==> src/rtl/base64_stream_decoder_assert.svh <==
// ----------------------------------------------------------------------------
// base64_stream_decoder_assert.svh
// assertion macros used by the base64 stream decoder rtl
// ----------------------------------------------------------------------------
`ifndef BASE64_STREAM_DECODER_ASSERT_SVH
`define BASE64_STREAM_DECODER_ASSERT_SVH

// same-cycle implication, checked outside reset
`define B64SD_ASSERT_NOW(label, clk, rst_n, ante, cons) \
  label: assert property (@(posedge clk) disable iff (!rst_n) (ante) |-> (cons)) \
    else $error("base64 decoder check failed");

// next-cycle implication, checked outside reset
`define B64SD_ASSERT_NEXT(label, clk, rst_n, ante, cons) \
  label: assert property (@(posedge clk) disable iff (!rst_n) (ante) |=> (cons)) \
    else $error("base64 decoder check failed");

`endif

==> src/rtl/b64sd_pkg.sv <==
// ----------------------------------------------------------------------------
// b64sd_pkg
// types, constants and the alphabet lookup for the base64 stream decoder
// ----------------------------------------------------------------------------
package b64sd_pkg;

  localparam logic [7:0]  EndMark    = 8'h3D;
  localparam logic [7:0]  NoSymbol   = 8'hFF;
  localparam logic [15:0] MaxLenRst  = 16'hFFFF;

  localparam logic [1:0] PhaseNone = 2'd0;
  localparam logic [1:0] PhaseSix  = 2'd1;
  localparam logic [1:0] PhaseFour = 2'd2;
  localparam logic [1:0] PhaseTwo  = 2'd3;

  typedef struct packed {
    logic [7:0] in_char;
    logic       last_char;
  } in_t;

  typedef struct packed {
    logic [7:0]  out_byte;
    logic        byte_valid;
    logic        string_done;
    logic [15:0] total_len;
  } out_t;

  typedef struct packed {
    logic [1:0]  bit_phase;
    logic [7:0]  partial_byte;
    logic [15:0] byte_count;
    logic        halted;
  } state_t;

  // 6-bit value of an alphabet character, NoSymbol otherwise
  function automatic logic [7:0] symbol_value(input logic [7:0] c);
    logic [7:0] v;
    v = NoSymbol;
    if (c >= 8'h41 && c <= 8'h5A) begin
      v = c - 8'h41;
    end else if (c >= 8'h61 && c <= 8'h7A) begin
      v = c - 8'h61 + 8'd26;
    end else if (c >= 8'h30 && c <= 8'h39) begin
      v = c - 8'h30 + 8'd52;
    end else if (c == 8'h2B) begin
      v = 8'd62;
    end else if (c == 8'h2F) begin
      v = 8'd63;
    end
    return v;
  endfunction

endpackage

==> src/rtl/b64sd_step.sv <==
// ----------------------------------------------------------------------------
// b64sd_step
// per-character decode: lookup, bit packing and string bookkeeping
// ----------------------------------------------------------------------------
module b64sd_step (
  input  b64sd_pkg::state_t state_i,
  input  b64sd_pkg::in_t    beat_i,
  input  logic [15:0]       max_out_len_i,
  output b64sd_pkg::state_t state_o,
  output b64sd_pkg::out_t   res_o,
  output logic              has_res_o
);

  logic [7:0]        sym;
  logic [5:0]        v;
  logic              active;
  logic              have_byte;
  logic [7:0]        byte_val;
  b64sd_pkg::state_t nxt;

  assign sym = b64sd_pkg::symbol_value(beat_i.in_char);
  assign v   = sym[5:0];
  assign active = !state_i.halted && (state_i.byte_count < max_out_len_i);

  always_comb begin
    nxt       = state_i;
    have_byte = 1'b0;
    byte_val  = 8'd0;
    if (active) begin
      if (beat_i.in_char == b64sd_pkg::EndMark) begin
        nxt.halted = 1'b1;
      end else if (sym != b64sd_pkg::NoSymbol) begin
        unique case (state_i.bit_phase)
          b64sd_pkg::PhaseNone: begin
            nxt.partial_byte = {v, 2'b00};
            nxt.bit_phase    = b64sd_pkg::PhaseSix;
          end
          b64sd_pkg::PhaseSix: begin
            byte_val         = state_i.partial_byte | {6'd0, v[5:4]};
            nxt.partial_byte = {v[3:0], 4'd0};
            nxt.bit_phase    = b64sd_pkg::PhaseFour;
            have_byte        = 1'b1;
          end
          b64sd_pkg::PhaseFour: begin
            byte_val         = state_i.partial_byte | {4'd0, v[5:2]};
            nxt.partial_byte = {v[1:0], 6'd0};
            nxt.bit_phase    = b64sd_pkg::PhaseTwo;
            have_byte        = 1'b1;
          end
          default: begin
            byte_val         = state_i.partial_byte | {2'd0, v};
            nxt.partial_byte = 8'd0;
            nxt.bit_phase    = b64sd_pkg::PhaseNone;
            have_byte        = 1'b1;
          end
        endcase
        if (have_byte) begin
          nxt.byte_count = state_i.byte_count + 16'd1;
        end
      end
    end
  end

  always_comb begin
    res_o.out_byte    = byte_val;
    res_o.byte_valid  = have_byte;
    res_o.string_done = beat_i.last_char;
    res_o.total_len   = nxt.byte_count;
    has_res_o         = have_byte || beat_i.last_char;
    // the last character clears everything for the next string
    state_o           = beat_i.last_char ? '0 : nxt;
  end

endmodule

==> src/rtl/base64_stream_decoder.sv <==
// ----------------------------------------------------------------------------
// base64_stream_decoder
// streaming base64 decoder, one character per beat
// ----------------------------------------------------------------------------
// usage:
//   in_*  : one character per beat with a last-character flag
//   out_* : zero or one result per character; a result is sent when a byte
//           completes or on the string's last character (string_done,
//           total_len then final)
//   cfg_* : writes max_out_len, the per-string output budget; write only
//           while no character is in flight
// timing:
//   input register, one stage of decode logic, output register; a result
//   moves from the input register through decode into the output register
//   one character per cycle unless a held result stalls it, set by the single decode stage
// reset:
//   string state cleared, max_out_len back to 65535, both registers empty
// stall:
//   a held result blocks the input register only when it has a result of
//   its own to deliver; characters with no result keep flowing
// ----------------------------------------------------------------------------
`include "base64_stream_decoder_assert.svh"

module base64_stream_decoder (
  input  logic               clk,
  input  logic               rst_n,
  input  logic               in_valid,
  output logic               in_ready,
  input  b64sd_pkg::in_t     in_data,
  output logic               out_valid,
  input  logic               out_ready,
  output b64sd_pkg::out_t    out_data,
  input  logic               cfg_valid,
  output logic               cfg_ready,
  input  logic [15:0]        cfg_data
);

  logic              s1_valid_r;
  b64sd_pkg::in_t    s1_data_r;
  b64sd_pkg::state_t state_r;
  b64sd_pkg::state_t state_nxt;
  logic [15:0]       max_out_len_r;
  logic              out_valid_r;
  b64sd_pkg::out_t   out_data_r;
  b64sd_pkg::out_t   res;
  logic              has_res;
  logic              out_free;
  logic              s1_fire;

  b64sd_step u_step (
    .state_i       (state_r),
    .beat_i        (s1_data_r),
    .max_out_len_i (max_out_len_r),
    .state_o       (state_nxt),
    .res_o         (res),
    .has_res_o     (has_res)
  );

  assign out_free  = !out_valid_r || out_ready;
  assign s1_fire   = s1_valid_r && (!has_res || out_free);
  assign in_ready  = !s1_valid_r || s1_fire;
  assign cfg_ready = 1'b1;
  assign out_valid = out_valid_r;
  assign out_data  = out_data_r;

  always_ff @(posedge clk) begin
    if (!rst_n) begin
      s1_valid_r    <= 1'b0;
      out_valid_r   <= 1'b0;
      state_r       <= '0;
      max_out_len_r <= b64sd_pkg::MaxLenRst;
    end else begin
      if (cfg_valid) begin
        max_out_len_r <= cfg_data;
      end
      if (in_ready) begin
        s1_valid_r <= in_valid;
      end
      if (s1_fire) begin
        state_r <= state_nxt;
      end
      if (out_free) begin
        out_valid_r <= s1_fire && has_res;
      end
    end
  end

  always_ff @(posedge clk) begin
    if (in_ready && in_valid) begin
      s1_data_r <= in_data;
    end
    if (out_free && s1_fire && has_res) begin
      out_data_r <= res;
    end
  end

  // string state is clear after the last character leaves decode
  `B64SD_ASSERT_NEXT(a_clear_after_last, clk, rst_n, s1_fire && s1_data_r.last_char, state_r == '0)
  // a delivered byte is always counted
  `B64SD_ASSERT_NOW(a_byte_counted, clk, rst_n, out_valid_r && out_data_r.byte_valid, out_data_r.total_len != 16'd0)
  // nothing decodes once the end marker has been seen
  `B64SD_ASSERT_NOW(a_halt_no_byte, clk, rst_n, s1_valid_r && state_r.halted, !res.byte_valid)
  // a result is never dropped while the output register is held
  `B64SD_ASSERT_NOW(a_no_overwrite, clk, rst_n, out_valid_r && !out_ready && s1_valid_r && has_res, !s1_fire)

endmodule
==> config.mk <==
export PLATFORM = sky130hd
export DESIGN_NAME = base64_stream_decoder
export DESIGN_NICKNAME = d
export VERILOG_FILES = /design/src/rtl/b64sd_pkg.sv /design/src/rtl/b64sd_step.sv /design/src/rtl/base64_stream_decoder.sv
export VERILOG_INCLUDE_DIRS = /design/src /design/src/rtl
export SDC_FILE = /design/constraint.sdc
export NUM_CORES = 1
export LEC_CHECK = 0
export BUFFER_PORTS_ARGS = -buffer_cell sky130_fd_sc_hd__buf_2
export CORE_MARGIN = 3
export CORE_UTILIZATION = 55
export DETAILED_ROUTE_END_ITERATION = 6
export GPL_TIMING_DRIVEN = 1
export PLACE_DENSITY = 0.77
export SYNTH_ARGS = -nofsm -noshare
export SYNTH_HDL_FRONTEND = slang
export SYNTH_SLANG_ARGS = --single-unit
==> constraint.sdc <==
create_clock -name clk -period 4.5 [get_ports clk]
set_input_delay 0.9 -clock clk [delete_from_list [all_inputs] [get_ports clk]]
set_output_delay 0.9 -clock clk [all_outputs]
set_load 0.02 [all_outputs]
Word level (Yosys, flattened, before mapping)
Index checks and enable logic that the tools add are counted.
{"block": "totals", "wordCells": 82, "inputBits": 30, "out_inout_bits": 29, "reg_bits": 80}
{"block": "op_classes", "bitwise": 5, "add_sub_neg": 6, "eq_ne": 7, "mux": 20, "magnitude_cmp": 7, "reduce_logical": 24}
{"operator": "$mux 27", "n": 2}
{"operator": "$mux 26", "n": 2}
{"operator": "$mux 8", "n": 5}
{"operator": "$pmux 10 s3", "n": 1}
{"operator": "$eq 8x6->1 const B", "n": 3}
{"operator": "$pmux 8 s3", "n": 1}
{"operator": "$add 16x1->16 const B", "n": 1}
{"operator": "$ge 8x7->1 const B", "n": 2}
{"operator": "$le 8x7->1 const B", "n": 2}
{"operator": "$lt 16x16->1", "n": 1}
{"operator": "$mux 16", "n": 1}
{"operator": "$sub 8x7->8 const B", "n": 2}
{"operator": "$logic_and 1x1->1", "n": 9}
{"operator": "$add 8x5->8 const B", "n": 1}
{"operator": "$add 8x6->8 const B", "n": 1}
{"operator": "$ge 8x6->1 const B", "n": 1}
{"operator": "$le 8x6->1 const B", "n": 1}
{"operator": "$mux 1", "n": 8}
{"operator": "$ne 8x8->1 const B", "n": 1}
{"operator": "$or 8x2->8", "n": 1}
{"operator": "$or 8x4->8", "n": 1}
{"operator": "$or 8x6->8", "n": 1}
{"operator": "$sub 8x6->8 const B", "n": 1}
{"operator": "$reduce_bool 2->1", "n": 3}
{"operator": "other kinds (10)", "n": 17}

Depth between registers and ports, before layout
Gate-level depths: netlist (run 1).
{"block": "depth", "ltp_word": 19, "mapped_depth": 13, "ltp_nobuf": 11}

By module
Synthesis (run 1) repeated with hierarchy kept, for this count alone.
{"block": "hier_totals", "cells_unflattened": 519, "area_unflattened_um2": 4860.9}
{"module": "base64_stream_decoder", "instances": 1, "area_each_um2": 2836.5, "seq_area_each_um2": 1951.9, "cells_per_inst": 217}
{"module": "b64sd_step", "instances": 1, "area_each_um2": 2024.4, "seq_area_each_um2": 0.0, "cells_per_inst": 302}

Worst setup path after synthesis (run 1)
Ideal clock, no wire load.
{"block": "synth_timing", "kind": "flip-flop to flip-flop", "start": "register state_r[8] (netlist name)", "end": "register out_data_r, in the netlist out_data[0] (enable)", "stages_incl_launch_ff": 10, "arrival_time_ns": 3.009, "t_required_ns": 4.090, "setup_slack_ns": 1.081, "synth_period_minus_slack_ns": 3.419, "setup_ns": 0.410, "n_path_buf": 1, "path_cell_list": "dfxtp_1 ha_1 a21oi_1 o21ai_0 a221oi_1 a31oi_1 nor2_1 buf_2 a21oi_2 nor2_1"}
{"block": "synth_via", "elab_chain_cells": 9}
{"item": "start, declared", "line": "base64_stream_decoder.sv:40", "text": "b64sd_pkg::state_t state_r;"}
{"item": "start signal, assigned", "line": "base64_stream_decoder.sv:80", "text": "state_r <= state_nxt;"}
{"item": "$lt 16x16->1 *", "line": "b64sd_step.sv:23", "text": "assign active = !state_i.halted && (state_i.byte_count < max_out_len_i);"}
{"item": "$logic_and 1x1->1 *", "line": "b64sd_step.sv:23"}
{"item": "$mux 1 *", "line": "b64sd_step.sv:29", "text": "if (active) begin"}
{"item": "$logic_or 1x1->1 *", "line": "b64sd_step.sv:69", "text": "has_res_o = have_byte || beat_i.last_char;"}
{"item": "$logic_not 1->1", "line": "base64_stream_decoder.sv:60", "text": "assign s1_fire = s1_valid_r && (!has_res || out_free);"}
{"item": "$logic_or 1x1->1", "line": "base64_stream_decoder.sv:60"}
{"item": "$logic_and 1x1->1", "line": "base64_stream_decoder.sv:60"}
{"item": "$logic_and 1x1->1", "line": "base64_stream_decoder.sv:92", "text": "if (out_free && s1_fire && has_res) begin"}
{"item": "$logic_and 1x1->1 *", "line": "base64_stream_decoder.sv:92"}
{"item": "end signal, assigned", "line": "base64_stream_decoder.sv:93", "text": "out_data_r <= res;"}
{"item": "end, declared", "line": "base64_stream_decoder.sv:44", "text": "b64sd_pkg::out_t out_data_r;"}
Mark *: on every way between the ends. The rest lies on a longest branch, timed or not.
A chain may end at the register's enable or synchronous reset.

Worst setup path after layout (run 1)
{"block": "layout_timing", "start": "register s1_data_r[3] (netlist name)", "end": "output in_ready"}
{"block": "layout_via", "elab_chain_cells": 15, "elab_cells_between_ends": 31, "cone_classes": "add/sub: 5; order compare: 6; eq/ne: 4; mux: 8; reduce/logical: 8"}
{"item": "start, declared", "line": "base64_stream_decoder.sv:39", "text": "b64sd_pkg::in_t s1_data_r;"}
{"item": "start signal, assigned", "line": "base64_stream_decoder.sv:90", "text": "s1_data_r <= in_data;"}
{"item": "branches (longest 8 deep; another with $sub 8x6->8)"}
{"item": "$mux 1 *", "line": "b64sd_step.sv:30", "text": "if (beat_i.in_char == b64sd_pkg::EndMark) begin"}
{"item": "$mux 1 *", "line": "b64sd_step.sv:29"}
{"item": "$logic_or 1x1->1 *", "line": "b64sd_step.sv:69"}
{"item": "$logic_not 1->1 *", "line": "base64_stream_decoder.sv:60"}
{"item": "$logic_or 1x1->1 *", "line": "base64_stream_decoder.sv:60"}
{"item": "$logic_and 1x1->1 *", "line": "base64_stream_decoder.sv:60"}
{"item": "$logic_or 1x1->1 *", "line": "base64_stream_decoder.sv:61", "text": "assign in_ready = !s1_valid_r || s1_fire;"}
{"item": "end, declared", "line": "base64_stream_decoder.sv:28", "text": "output logic in_ready,"}
Every way passes the cells marked *.

==> flow_summary_export.csv, run 1 <==
group,metric,value,unit
clock_network,clockBufferDepth,2,
floorplan,rows,31,
timing,min_period_over_period,91.0,%
timing,worstMarginPinSlew,0.750,ns
critical_path,crit_family,"compound AO/OA/AOI/OAI gates",
status,status,"finished clean",
timing,max_slew_margin,50.0,%
routing,route.detailed.drc,0,
yosys,synth_area,0.00440,mm²
floorplan,fp.dieW,95.4,µm
floorplan,die_y,95.4,µm
critical_path,crit_path_end_kind,"primary output",
yosys,ys_seq_area_share,43.5,%
critical_path,max_stage_delay,0.54,ns
routing,vias_per_cell,6.04,
yosys,synth_top_cell_by_area,"edfxtp_1",
floorplan,io_pins,59,
timing,rsz0062_at_grt,"false",
flow_run,max_cap_violations,0,
yosys,async_flop_share,0,%
critical_path,timing.rr.start,"s1_data_r[3]$_DFFE_PP_",
clock_network,cts_max_level,3,
pwr,powerDensity,295,mW/mm²
yosys,syn_area_per_cell,9.14,µm²
global_routing,grt_pass1_vias,3474,
placement,hpwl,7750,µm
clock_network,cts_tree,"done",
critical_path,cp.arrival,3.19,ns
yosys,yosys_warnings,0,
critical_path,critical_path_required,3.60,ns
global_routing,track_usage,24.0,%
routing,drt_pass1_iterations,5,
floorplan,initial_core_util,58.7,%
yosys,synth_top_area_share,23.9,%
timing,tns,0,ns
critical_path,critPathBufInv,2,
clock_network,path_clk_slew,0.09,ns
timing,period_minus_slack,4.09,ns
critical_path,cp_slowest_cell,"edfxtp_1",
floorplan,core-area,0.00749,mm²
global_routing,antenna_found_initial,0,
clock_network,clock_latency,0.36,ns
clock_network,numCtsBuffers,9,
routing,wl,10500,µm
yosys,synthTopCellsByArea,"edfxtp_1 (24%), dfxtp_1 (20%), ha_1 (8.3%), nand2_1 (4.8%), o211ai_1 (3.9%)",
clock_network,cts-root-buf,"clkbuf_8",
timing,fmax,0.244,GHz
clock_network,cts.sinks,78,
clock_network,cts-resized-gates,0,
placement,portBuffers,57,
critical_path,path_depth,9,
critical_path,crit_path_start_kind,"flip-flop",
pwr,p_leak,2.06,nW
clock_network,ctsHoldBuffers,0,
placement,gp_congestion,0.883,
yosys,synth_flop_cell,"dfxtp_1",
finish,n_antenna_cell,0,
clock_network,postCtsSetupBuffers,0,
yosys,synth_seq_cells,78,
timing,holdWs,0.466,ns
routing,dr.first_iter.drc_count,367,
global_routing,grt_pass1_wl,16900,µm
finish,fin_nets,588,
critical_path,critPathLaunch,"s1_data_r[3]$_DFFE_PP_",
placement,placed_cell_area,0.00472,mm²
hold_path,hold_path.class,"reg -> reg",
timing,hold_viol_final,0,
timing,drv_slew,0,
routing,ant_nets,0,
timing,setup_violations,0,
critical_path,criticalPathCategory,"reg -> out",
pwr,ir_worst_vdd,0.247,mV
critical_path,cp_max_fo,12,
critical_path,ff2ff_path_depth,9,
yosys,synth_cell_type_count,60,
critical_path,rr_endpoint,"s1_data_r[6]$_DFFE_PP_",
routing,wl_per_cell,16.5,µm
critical_path,regToRegSetupSlack,1.08,ns
finish,stdcell_area,0.00491,mm²
critical_path,worstPathCellList,"inv_1 > ha_1 > a21bo_1 > o211ai_2 > o211ai_1 > a2111o_1 > a21oi_2 > or3_1 > buf_2",
finish,area_growth,11.6,%
critical_path,crit_path_end,"in_ready",
yosys,syn_nets,540,
finish,layout-drive-gt1-share,16.7,%
routing,via_count,3823,
global_routing,grt_overflow_total,0,
yosys,synth_edf_count,35,
timing,finClkSkew,0.0115,ns
global_routing,grt_max_degree,32,
floorplan,dieArea,0.00910,mm²
yosys,synthCells,481,
-- routing by layer --
layer / part of all wire (%) / vias to the layer above / global-route usage, %
met5: 0 / - / 0
met4: 1.7 / 0 / 7.58
met1: 46 / 1767 / 34.6
met2: 45 / 184 / 37.0
li1: - / 1855 / -
met3: 7.6 / 17 / 3.87
-- cell type report --
class / count / area, µm²
clock buffers: 9 / 124
inverters: 28 / 105
fillers: 623 / 2580
repair buffers: 60 / 308
flip-flops and latches: 78 / 1910
well taps: 99 / 124
multi-input cells: 352 / 2270
clock inverters: 7 / 62.6
-- worst register-to-register path, stage by stage (launching register included) --
cell and delay, ns:
edfxtp_1 0.54, inv_1 0.16, ha_1 0.27, a21bo_1 0.19, o211ai_2 0.41, o211ai_1 0.17, a2111o_1 0.47, a21oi_2 0.22
or3_1 0.21, and2_1 0.42
-- worst min path at each step --
stage / from / to / depth (start not counted)
6_report: state_r[21]$_SDFFE_PN0P_ / state_r[21]$_SDFFE_PN0P_ / 2
5_1_grt: state_r[21]$_SDFFE_PN0P_ / state_r[21]$_SDFFE_PN0P_ / 2
4_1_cts: state_r[21]$_SDFFE_PN0P_ / state_r[21]$_SDFFE_PN0P_ / 2
3_5_place_dp: state_r[21]$_SDFFE_PN0P_ / state_r[21]$_SDFFE_PN0P_ / 2
3_3_place_gp: state_r[21]$_SDFFE_PN0P_ / state_r[21]$_SDFFE_PN0P_ / 2
2_1_floorplan: max_out_len_r[0]$_SDFFE_PN1P_ / max_out_len_r[0]$_SDFFE_PN1P_ / 2
-- layout by cell type (no fill, tap or decap), types with 13 or more instances in the layout --
| cell type | synthesis | final |
|---|---|---|
| buf_2 | 4 | 57 |
| nand2_1 | 56 | 56 |
| dfxtp_1 | 43 | 43 |
| nor2_1 | 36 | 35 |
| edfxtp_1 | 35 | 35 |
| ha_1 | 29 | 29 |
| inv_1 | 27 | 27 |
| a21oi_1 | 27 | 27 |
| o21ai_0 | 23 | 23 |
| o211ai_1 | 23 | 23 |
| nand3_1 | 23 | 23 |
| xnor2_1 | 13 | 13 |
-- metrics by stage --
stage                     setup WS (ns)  cells  total power, mW  utilization [%]
after floorplan                    1.08    481            0.906                -
after global placement            0.890    617            0.955             63.1
after detailed placement          0.850    617            0.955             63.1
after CTS                         0.458    633             1.45             65.6
after global routing              0.164    633             1.50             65.6
final                             0.406    633             1.45             65.6
-- flip-flops by register name (all words and copies together) (netlist names) --
register / cells
s1_valid_r: 1
max_out_len_r: 16
out_valid: 1
s1_data_r: 9
out_data: 26
state_r: 25
-- report_power, final --
| part | internal [mW] | total (mW) | switching, mW |
|---|---|---|---|
| Clock | 0.212 | 0.506 | 0.294 |
| Combinational | 0.0570 | 0.162 | 0.104 |
| Sequential | 0.762 | 0.781 | 0.0183 |
| Total | 1.03 | 1.45 | 0.417 |
-- synth_stat cells (all sizes together) (13+ instances only) --
library cell and instances:
nand2 57, xnor2 13, o21ai 23, dfxtp 43, nand3 23, a21oi 29, inv 28, nor2 36
o211ai 24, ha 29, clkbuf 14, edfxtp 35
-- logic make-up (layout without fill, tap and decap cells) --
logic type	count (synthesis)	in the layout	synth area share, %
adder cells (fa/ha/maj)	29	29	8.25
XOR/XNOR	18	18	3.59
flip-flops	78	78	43.5
multiplexers	2	2	0.455
other	1	1	0.0853
AO/OA/AOI/OAI	122	122	18.6
buffers and inverters	51	104	4.89
AND/OR/NAND/NOR	180	180	20.7
(Power assumes the default switching activity.)
==> run 2: changes to the inputs <==
Settings changed: CORE_MARGIN 3 to not set.
==> run 2 against run 1 <==
Largest power group unchanged. Flip-flop and latch count stayed put. Fmax up 1.6%. Highest routed layer unchanged. Critical path type unchanged. Count of clock-buffer cells in the layout is the same.
==> flow_summary_export.csv, run 2 (synthesized netlist as in run 1, its figures left out) <==
group,metric,value,unit
status,status,"finished clean",
critical_path,regToRegSetupSlack,1.10,ns
global_routing,grt_max_degree,32,
placement,gp_congestion,0.868,
clock_network,clockBufferDepth,2,
finish,regArea,0.00191,mm²
critical_path,max_stage_delay,0.55,ns
routing,drt_pass1_iterations,5,
floorplan,io_pins,59,
clock_network,cts-resized-gates,0,
critical_path,criticalPathCategory,"reg -> out",
critical_path,rr_endpoint,"state_r[10]$_SDFFE_PN0N_",
clock_network,cts.sinks,78,
routing,via_count,3774,
timing,max_slew_margin,53.9,%
clock_network,numCtsBuffers,9,
timing,tns,0,ns
flow_run,max_cap_violations,0,
routing,wl,9970,µm
timing,fmax,0.248,GHz
critical_path,critical_path_required,3.60,ns
timing,worstMarginPinSlew,0.691,ns
routing,route.detailed.drc,0,
hold_path,hold_end,"state_r[21]$_SDFFE_PN0P_",
pwr,powerDensity,313,mW/mm²
clock_network,cts_tree,"done",
routing,dr.first_iter.drc_count,258,
finish,final_cell_mix,"buf_2 (57), nand2_1 (56), dfxtp_1 (43)",
placement,hpwl,7190,µm
routing,ant_nets,0,
global_routing,track_usage,25.0,%
floorplan,rows,32,
finish,area_growth,12.7,%
placement,portBuffers,57,
placement,place_inst,620,
pwr,ir_worst_vdd,0.239,mV
critical_path,ff2ff_path_depth,11,
clock_network,path_clk_slew,0.09,ns
floorplan,fp.dieW,91.4,µm
hold_path,hold_path.class,"reg -> reg",
timing,setup_violations,0,
floorplan,dieArea,0.00836,mm²
timing,min_period_over_period,89.5,%
timing,rsz0062_at_grt,"false",
finish,largest_reg_flops,26,
finish,n_antenna_cell,0,
critical_path,worstPathCellList,"inv_1 > ha_1 > nor2b_1 > o21ai_0 > a31oi_1 > o211ai_1 > a2111o_1 > a21oi_2 > or3_1 > buf_2",
critical_path,cp.arrival,3.13,ns
clock_network,postCtsSetupBuffers,0,
timing,drv_slew,0,
floorplan,die_y,91.4,µm
global_routing,grt_pass1_vias,3359,
timing,finClkSkew,0.0137,ns
finish,fin_nets,588,
clock_network,ctsHoldBuffers,0,
finish,fillers,617,
critical_path,timing.rr.start,"s1_data_r[3]$_DFFE_PP_",
floorplan,core-area,0.00773,mm²
finish,multi_input_area,0.00227,mm²
pwr,p_leak,2.08,nW
global_routing,grt_pass1_wl,16300,µm
routing,vias_per_cell,5.93,
finish,final_cells,636,
critical_path,cp_max_fo,9,
timing,hold_viol_final,0,
hold_path,min_path_cells,2,
critical_path,crit_path_end_kind,"primary output",
timing,period_minus_slack,4.03,ns
clock_network,cts_max_level,3,
floorplan,initial_core_util,56.9,%
critical_path,cp_slowest_cell,"edfxtp_1",
hold_path,worstHoldStart,"state_r[21]$_SDFFE_PN0P_",
clock_network,cts-root-buf,"clkbuf_8",
clock_network,clock_latency,0.36,ns
global_routing,antenna_found_initial,0,
finish,final_common_cell,"buf_2",
finish,layout-drive-gt1-share,16.7,%
critical_path,crit_path_start_kind,"flip-flop",
finish,final_util,64.1,%
routing,wl_per_cell,15.7,µm
global_routing,grt_overflow_total,0,
==> run 2: report_power, final <==
part	internal, mW	switching (mW)	leakage, nW
Sequential	0.762	0.0182	0.680
Combinational	0.0569	0.103	1.29
Clock	0.321	0.291	0.112
Total	1.14	0.411	2.08
==> run 2: area by class of cell <==
type                    instances  share of cell area (%)
clock buffers                   9                    2.50
clock inverters                 7                    2.12
inverters                      28                    2.12
multi-input cells             352                    45.9
flip-flops and latches         78                    38.6
well taps                     102                    2.58
repair buffers                 60                    6.21
==> run 2: per-layer routing <==
metal	track usage (%)	share of wire, %	vias up
met2	36.6	44	165
met1	35.1	47	1731
met3	5.44	6.6	18
met5	0	0	-
li1	-	-	1860
met4	11.1	2.1	0
==> run 2: per-stage QoR <==
step           setup slack, ns  total power [mW]  cell area [µm²]  hold slack, ns
2_1_floorplan             1.08             0.906             4400           0.433
3_3_place_gp             0.916             0.952             4720           0.448
3_5_place_dp             0.896             0.953             4720           0.452
4_1_cts                  0.498              1.56             4950           0.480
5_1_grt                  0.207              1.61             4950           0.497
6_report                 0.471              1.55             4950           0.482
==> run 2: critical path: cells and delay by family, from the launching register on <==
| kind | cells | cell delay (ns) |
|---|---|---|
| flip-flops | 1 | 0.55 |
| adder cells (fa/ha/maj) | 1 | 0.27 |
| buffers and inverters | 2 | 0.35 |
| AND/OR/NAND/NOR | 2 | 0.32 |
| AO/OA/AOI/OAI | 5 | 1.29 |
==> run 2: worst max-delay path by stage <==
stage | from | endpoint | slack, ns
2_1_floorplan | state_r[8]$_SDFFE_PN0N_ | out_data[0]$_DFFE_PP_ | 1.08
3_3_place_gp | s1_data_r[1]$_DFFE_PP_ | in_ready | 0.92
3_5_place_dp | s1_data_r[3]$_DFFE_PP_ | in_ready | 0.90
4_1_cts | s1_data_r[3]$_DFFE_PP_ | in_ready | 0.50
5_1_grt | s1_data_r[3]$_DFFE_PP_ | in_ready | 0.21
6_report | s1_data_r[1]$_DFFE_PP_ | in_ready | 0.47
